===== src/hw/rtl/num7seg_pkg.sv =====
// Shared constants, types and lookup functions for the seven-segment number decoder.
// Used by every module of the block; depends on nothing else.
package num7seg_pkg;

    localparam int MAX_DIGITS_DEF = 8;
    localparam int WORD_DIGITS    = 8;
    localparam int WORD_W         = 8 * WORD_DIGITS;

    localparam int BCD_DIGITS = 8;
    localparam int BCD_W      = 4 * BCD_DIGITS;
    localparam int BIN_W      = 27;
    localparam int DABBLE_STEPS      = 7;
    localparam int DABBLE_STEPS_LAST = BIN_W - 3 * DABBLE_STEPS;

    localparam logic [7:0] SEG_BLANK = 8'b0000_0000;
    localparam logic [7:0] SEG_DASH  = 8'b0100_0000;
    localparam logic [7:0] SEG_POINT = 8'b1000_0000;

    typedef logic [4:0] t_code;
    localparam t_code CODE_BLANK = 5'd16;
    localparam t_code CODE_DASH  = 5'd17;

    typedef logic [0:0] t_reg_addr;
    localparam t_reg_addr REG_DIGITS_IN_USE      = 1'b0;
    localparam t_reg_addr REG_SHOW_LEADING_ZEROS = 1'b1;

    function automatic logic [7:0] glyph(input t_code code);
        logic [7:0] seg;
        unique case (code)
            5'd0:       seg = 8'h3F;
            5'd1:       seg = 8'h06;
            5'd2:       seg = 8'h5B;
            5'd3:       seg = 8'h4F;
            5'd4:       seg = 8'h66;
            5'd5:       seg = 8'h6D;
            5'd6:       seg = 8'h7D;
            5'd7:       seg = 8'h07;
            5'd8:       seg = 8'h7F;
            5'd9:       seg = 8'h6F;
            5'd10:      seg = 8'h77;
            5'd11:      seg = 8'h7C;
            5'd12:      seg = 8'h39;
            5'd13:      seg = 8'h5E;
            5'd14:      seg = 8'h79;
            5'd15:      seg = 8'h71;
            CODE_DASH:  seg = SEG_DASH;
            default:    seg = SEG_BLANK;
        endcase
        return seg;
    endfunction

    // Largest magnitude that fits in cnt digits of the chosen base.
    function automatic logic [31:0] digit_max(input logic hex, input logic [3:0] cnt);
        logic [31:0] m;
        if (hex) begin
            case (cnt)
                4'd0:    m = 32'h0000_0000;
                4'd1:    m = 32'h0000_000F;
                4'd2:    m = 32'h0000_00FF;
                4'd3:    m = 32'h0000_0FFF;
                4'd4:    m = 32'h0000_FFFF;
                4'd5:    m = 32'h000F_FFFF;
                4'd6:    m = 32'h00FF_FFFF;
                4'd7:    m = 32'h0FFF_FFFF;
                default: m = 32'hFFFF_FFFF;
            endcase
        end else begin
            case (cnt)
                4'd0:    m = 32'd0;
                4'd1:    m = 32'd9;
                4'd2:    m = 32'd99;
                4'd3:    m = 32'd999;
                4'd4:    m = 32'd9999;
                4'd5:    m = 32'd99999;
                4'd6:    m = 32'd999999;
                4'd7:    m = 32'd9999999;
                default: m = 32'd99999999;
            endcase
        end
        return m;
    endfunction

endpackage


===== src/hw/rtl/num7seg_dabble.sv =====
// One registered slice of the shift-and-add-3 binary to BCD converter.
// Depends on num7seg_pkg for the BCD and binary widths.
module num7seg_dabble
    import num7seg_pkg::*;
#(
    parameter int STEPS = DABBLE_STEPS
) (
    input  logic             i_clk,
    input  logic             i_en,
    input  logic [BCD_W-1:0] i_bcd,
    input  logic [BIN_W-1:0] i_bin,
    output logic [BCD_W-1:0] o_bcd,
    output logic [BIN_W-1:0] o_bin
);

    logic [BCD_W-1:0] r_bcd;
    logic [BIN_W-1:0] r_bin;
    logic [BCD_W-1:0] n_bcd;
    logic [BIN_W-1:0] n_bin;

    always_comb begin
        n_bcd = i_bcd;
        n_bin = i_bin;
        for (int s = 0; s < STEPS; s++) begin
            for (int d = 0; d < BCD_DIGITS; d++) begin
                if (n_bcd[4*d +: 4] >= 4'd5) begin
                    n_bcd[4*d +: 4] = n_bcd[4*d +: 4] + 4'd3;
                end
            end
            n_bcd = {n_bcd[BCD_W-2:0], n_bin[BIN_W-1]};
            n_bin = {n_bin[BIN_W-2:0], 1'b0};
        end
    end

    always_ff @(posedge i_clk) begin
        if (i_en) begin
            r_bcd <= n_bcd;
            r_bin <= n_bin;
        end
    end

    assign o_bcd = r_bcd;
    assign o_bin = r_bin;

endmodule


===== src/hw/rtl/number_to_seven_segment.sv =====
// Throughput is one beat per cycle while i_stall is low, set by the six-stage pipeline (sign,
// range check and BCD slices, then formatting).
// Each stage moves when it is empty or the stage after it moves, so bubbles are squeezed out.
// Reset is synchronous, active low: it empties the pipeline and sets four digits in use with
// leading zeros blanked.
// Depends on num7seg_pkg and num7seg_dabble.
module number_to_seven_segment
    import num7seg_pkg::*;
#(
    parameter int MAX_DIGITS = MAX_DIGITS_DEF
) (
    input  logic               i_clk,
    input  logic               i_rst_n,
    input  logic               i_cfg_wr_en,
    input  t_reg_addr          i_cfg_addr,
    input  logic [3:0]         i_cfg_wdata,
    input  logic               i_valid,
    output logic               o_stall,
    input  logic signed [31:0] i_value,
    input  logic signed [4:0]  i_point_position,
    input  logic               i_hex_mode,
    output logic               o_valid,
    input  logic               i_stall,
    output logic [WORD_W-1:0]  o_segment_word
);

    localparam int NSTAGE = 6;
    localparam int LAST_DABBLE = 5;

    logic [3:0]        r_digits;
    logic              r_zeros;
    logic [NSTAGE:1]   r_vld;
    logic [NSTAGE+1:1] adv;

    logic              r_neg  [1:LAST_DABBLE];
    logic              r_hex  [1:LAST_DABBLE];
    logic signed [4:0] r_pp   [1:LAST_DABBLE];
    logic [31:0]       r_mag  [1:LAST_DABBLE];
    logic              r_fits [2:LAST_DABBLE];

    logic [BCD_W-1:0]  w_bcd [1:LAST_DABBLE];
    logic [BIN_W-1:0]  w_bin [1:LAST_DABBLE];

    logic [3:0]        n_cnt;
    logic              n_fits;
    logic [WORD_W-1:0] n_word;
    logic [WORD_W-1:0] r_word;

    always_ff @(posedge i_clk) begin
        if (!i_rst_n) begin
            r_digits <= 4'd4;
            r_zeros  <= 1'b0;
        end else if (i_cfg_wr_en) begin
            unique case (i_cfg_addr)
                REG_DIGITS_IN_USE:      r_digits <= i_cfg_wdata;
                REG_SHOW_LEADING_ZEROS: r_zeros  <= i_cfg_wdata[0];
                default:                r_zeros  <= r_zeros;
            endcase
        end
    end

    always_comb begin
        if (r_digits == 4'd0) begin
            n_cnt = 4'd1;
        end else if (r_digits > 4'(MAX_DIGITS)) begin
            n_cnt = 4'(MAX_DIGITS);
        end else begin
            n_cnt = r_digits;
        end
    end

    always_comb begin
        adv[NSTAGE+1] = !i_stall;
        for (int k = NSTAGE; k >= 1; k--) begin
            adv[k] = !r_vld[k] || adv[k+1];
        end
    end

    assign o_stall = !adv[1];

    always_ff @(posedge i_clk) begin
        if (!i_rst_n) begin
            r_vld <= '0;
        end else begin
            if (adv[1]) begin
                r_vld[1] <= i_valid;
            end
            for (int k = 2; k <= NSTAGE; k++) begin
                if (adv[k]) begin
                    r_vld[k] <= r_vld[k-1];
                end
            end
        end
    end

    always_ff @(posedge i_clk) begin
        if (adv[1]) begin
            r_neg[1] <= i_value[31];
            r_hex[1] <= i_hex_mode;
            r_pp[1]  <= i_point_position;
            r_mag[1] <= i_value[31] ? (~i_value + 32'd1) : i_value;
        end
        for (int k = 2; k <= LAST_DABBLE; k++) begin
            if (adv[k]) begin
                r_neg[k] <= r_neg[k-1];
                r_hex[k] <= r_hex[k-1];
                r_pp[k]  <= r_pp[k-1];
                r_mag[k] <= r_mag[k-1];
            end
        end
        if (adv[2]) begin
            r_fits[2] <= n_fits;
        end
        for (int k = 3; k <= LAST_DABBLE; k++) begin
            if (adv[k]) begin
                r_fits[k] <= r_fits[k-1];
            end
        end
    end

    always_comb begin
        if (r_neg[1]) begin
            n_fits = r_mag[1] <= digit_max(r_hex[1], n_cnt - 4'd1);
        end else begin
            n_fits = r_mag[1] <= digit_max(r_hex[1], n_cnt);
        end
    end

    assign w_bcd[1] = '0;
    assign w_bin[1] = r_mag[1][BIN_W-1:0];

    for (genvar g = 2; g <= LAST_DABBLE; g++) begin : g_dabble
        num7seg_dabble #(
            .STEPS((g == LAST_DABBLE) ? DABBLE_STEPS_LAST : DABBLE_STEPS)
        ) u_dabble (
            .i_clk (i_clk),
            .i_en  (adv[g]),
            .i_bcd (w_bcd[g-1]),
            .i_bin (w_bin[g-1]),
            .o_bcd (w_bcd[g]),
            .o_bin (w_bin[g])
        );
    end

    // The scan limit doubles as the digit that carries the point.
    always_comb begin
        logic signed [6:0] limit;
        logic [3:0]        places;
        logic [3:0]        idx;
        logic              stop;
        logic [7:0]        seg;
        t_code             code [WORD_DIGITS];

        places = r_pp[LAST_DABBLE][4] ? 4'd0 : r_pp[LAST_DABBLE][3:0];
        limit  = $signed({3'b000, n_cnt}) - 7'sd1 - $signed({3'b000, places});
        n_word = '0;
        for (int k = 0; k < WORD_DIGITS; k++) begin
            idx = n_cnt - 4'd1 - 4'(k);
            if (!r_fits[LAST_DABBLE]) begin
                code[k] = CODE_DASH;
            end else if (r_neg[LAST_DABBLE] && k == 0) begin
                code[k] = CODE_DASH;
            end else if (r_hex[LAST_DABBLE]) begin
                code[k] = {1'b0, r_mag[LAST_DABBLE][4*idx[2:0] +: 4]};
            end else begin
                code[k] = {1'b0, w_bcd[LAST_DABBLE][4*idx[2:0] +: 4]};
            end
        end
        stop = 1'b0;
        for (int i = 0; i < WORD_DIGITS; i++) begin
            if (!r_zeros && r_fits[LAST_DABBLE] && !stop && $signed(7'(i)) < limit) begin
                if (code[i] == 5'd0) begin
                    code[i] = CODE_BLANK;
                end else if (code[i] != CODE_DASH) begin
                    stop = 1'b1;
                end
            end
        end
        for (int k = 0; k < WORD_DIGITS; k++) begin
            seg = glyph(code[k]);
            if (!r_pp[LAST_DABBLE][4] && $signed(7'(k)) == limit) begin
                seg = seg | SEG_POINT;
            end
            if (4'(k) < n_cnt) begin
                n_word[8*k +: 8] = seg;
            end
        end
    end

    always_ff @(posedge i_clk) begin
        if (adv[NSTAGE]) begin
            r_word <= n_word;
        end
    end

    assign o_valid        = r_vld[NSTAGE];
    assign o_segment_word = r_word;

endmodule


===== config.mk =====
export PLATFORM = sky130hd
export DESIGN_NAME = number_to_seven_segment
export DESIGN_NICKNAME = d
export VERILOG_FILES = /design/src/hw/rtl/num7seg_pkg.sv /design/src/hw/rtl/num7seg_dabble.sv /design/src/hw/rtl/number_to_seven_segment.sv
export SDC_FILE = /design/constraint.sdc
export NUM_CORES = 1
export LEC_CHECK = 0
export ABC_AREA = 1
export BUFFER_PORTS_ARGS = -buffer_cell sky130_fd_sc_hd__buf_2
export CORE_MARGIN = 4
export CORE_UTILIZATION = 50
export CTS_CLUSTER_SIZE = 14
export DETAILED_ROUTE_END_ITERATION = 8
export GPL_TIMING_DRIVEN = 0
export PLACE_DENSITY = 0.69
export SKIP_CTS_REPAIR_TIMING = 1
export SLEW_MARGIN = 20
export SYNTH_ARGS = -nofsm -noshare
export SYNTH_HDL_FRONTEND = slang
export SYNTH_SLANG_ARGS = --single-unit

===== constraint.sdc =====
create_clock -name i_clk -period 9.04 [get_ports i_clk]
set_clock_uncertainty 0.2 [all_clocks]
set_input_delay 0.452 -clock i_clk [delete_from_list [all_inputs] [get_ports i_clk]]
set_output_delay 0.452 -clock i_clk [all_outputs]
set_load 0.05 [all_outputs]

==> results.cfg <==
[sta]
min_period_ps = 7153
setup_violations = 0
slew_headroom_pct = 39.01
fmax_ghz = 0.1398
final_hold_viol_count = 1
fin_tns_setup_ps = 0
finalCritPeriodShare_pct = 79.12
max_slew.worst_pin.slew_ps = 911.5
rsz0062_at_grt = no
setup_ws_ps = 1887
slew_violations = 0
hold_slack_ps = -0.7938

[status]
violations = negative hold slack
status = finished with violations

[cts]
cts_tree = built
cts_root_buf = clkbuf_16
cts_max_level = 2
clk_pin_slew_worst_paths_ps = 60
cts_max_path_buffers = 3
cts_sinks = 356
cts-buffers-inserted = 40
clock_latency_ps = 570

[setup_path]
r2r-end = g_dabble[4].u_dabble.o_bcd[5]
cp-startpoint = r_mag[3][13]
cp_max_fo = 5
crit_type = reg2reg
critPathMostFrequentCell = nand2_1
cp-start-kind = flop
critPathArrivalTime_ps = 7250
setup.worst_path.end_class = flop
reg2reg_depth = 45
slowest_delay_ps = 440
crit_required_ps = 9140
r2r-start = r_mag[3][13]
r2r_slack_ps = 1890
cp_slowest_cell = edfxtp_1

[min_path]
hold_end = r_mag[1][25]
hp-class = in2reg
hold_start = i_value[25]
hold_depth = 2

[cells_and_area]
fillers = 5581
drive_above_1_share_pct = 8.481
layout_commonest_cell = nand2_1
layout.nets = 4624
layout_common_cells = nand2_1, inv_1, ha_1
area_growth_pct = 10.70
num_antenna_cells = 0

[placed_design]
hpwl_um = 52960
routabilityCongestion = 0.9540
port_buffers = 113
dpl_worst_slack_ps = 1939

[global_routing]
antenna_found_initial = 0
grt-ovfl-total = 0
grt_usage_pct = 20.18
grt_max_degree = 60
grt_pass1_wl_um = 108600
grt_pass1_vias = 23146

[detailed_routing]
via_count = 25591
wl_per_cell_um = 13.29
drt-total-wl_um = 66680
drt_drc_violations_left = 0
drt_iter0_drc = 1629
antenna_left = 0
via_per_inst = 5.100
dr.pass1.iters = 8

[die]
die_area_um2 = 64430
die_x_um = 253.8
die_h_um = 253.8
pin_count = 114
initial_core_util_pct = 50.82
std_cell_rows = 89
coreArea_um2 = 59460

[synthesis]
ys_ff_latch = 356
synth_flop_cell = edfxtp_1
synth_cell_type_count = 65
synth_area_um2 = 30220
synth_cells = 4025
avgSynthCellArea_um2 = 7.508
ys_warn_count = 0
ys_seq_area_share_pct = 35.01
synth_edf_count = 345
async_flop_share_pct = 0

[run]
maxCapViolCount = 0
==> cell usage after synthesis (all sizes together) (2+ instances only) <==
cell,instances,area share [%]
a221oi,3,0.11
nand2,1119,14
nor2,275,3.5
xnor2,15,0.46
nand4,38,0.79
o21ai,344,6.0
or2,61,1.3
xor2,69,2.0
a22oi,2,0.050
dfxtp,11,0.73
mux2i,3,0.099
nand3,375,6.5
o221ai,3,0.087
ha,361,15
o2111ai,2,0.058
o21bai,6,0.15
nor4,9,0.19
nand3b,14,0.36
conb,2,0.025
o21a,9,0.22
clkinv,4,0.050
o22ai,11,0.23
buf,22,0.52
a21oi,142,2.5
edfxtp,345,34
a211oi,6,0.15
clkbuf,17,0.21
nor3b,2,0.050
a31oi,11,0.25
inv,673,8.4
and2,14,0.29
o211ai,22,0.59
nor3,27,0.57
==> sequential cells by signal (all words and copies together) (netlist names) <==
signal,flops
r_mag,122
g_dabble.u_dabble.o_bcd,84
o_segment_word,64
g_dabble.u_dabble.o_bin,36
r_pp,25
r_vld,6
r_hex,5
r_neg,5
r_digits,4
r_fits,4
r_zeros,1
==> cells by family after synthesis <==
logic type / synth area share [%]
AOI/OAI and AO/OA: 10.58
DFF: 35.01
buffers and inverters: 9.138
adders and majority gates: 15.01
and+or+nand+nor: 27.62
xor gates and xnor gates: 2.509
other: 0.02485
muxes: 0.09937
==> critical path: cells and delay by family (launching register included) <==
kind	cells	cell delay (ps)
xor+xnor	1	150
simple gates	31	4160
flops	1	440
buf+inv	6	420
fa+ha+maj	7	1460
==> metal layers <==
layer  wire, µm  track usage (%)  up-vias  part of all wire, %
met1      31290            28.30    11389                   47
met5          0                0        -                    0
li1           -                -    13579                    -
met3       4563            3.807       82                  6.8
met2      29630            32.74      541                   44
met4       1194            4.451        0                  1.8
==> how the worst max path moves through the flow <==
| stage | end | slack (ps) |
|---|---|---|
| 3_5_place_dp | g_dabble[4].u_dabble.o_bcd[17] | 1940 |
| 4_1_cts | g_dabble[4].u_dabble.o_bcd[17] | 1910 |
| 3_3_place_gp | r_mag[1][21] | -2500 |
| 5_1_grt | g_dabble[4].u_dabble.o_bcd[18] | 1110 |
| 2_1_floorplan | r_hex[1] | 100 |
| 6_report | g_dabble[4].u_dabble.o_bcd[5] | 1890 |
==> final cells by class <==
cell class,instances,area (µm²),area share (%)
multi-input cells,2956,16900,50.51
flip-flops and latches,356,10580,31.63
inverters,677,2550,7.622
clock buffers,47,1027,3.071
repair buffers,144,975.9,2.917
well taps,773,967.2,2.891
clock inverters,26,236.5,0.7069
plain buffers,39,220.2,0.6583
==> per-stage QoR <==
step	instance area, µm²	hold WS [ps]	util, %	cells
global route	33450	5.626	56.26	5018
floorplan	30230	200.3	-	4028
detailed placement	31950	204.5	53.73	4921
CTS	33210	-177.5	55.85	4994
finish	33450	-0.7938	56.26	5018
global placement	31770	200.3	53.42	4914
Power is left out: the tool's default activity adds up to more than one toggle a clock period on the data nets, which glitch-free logic cannot reach.
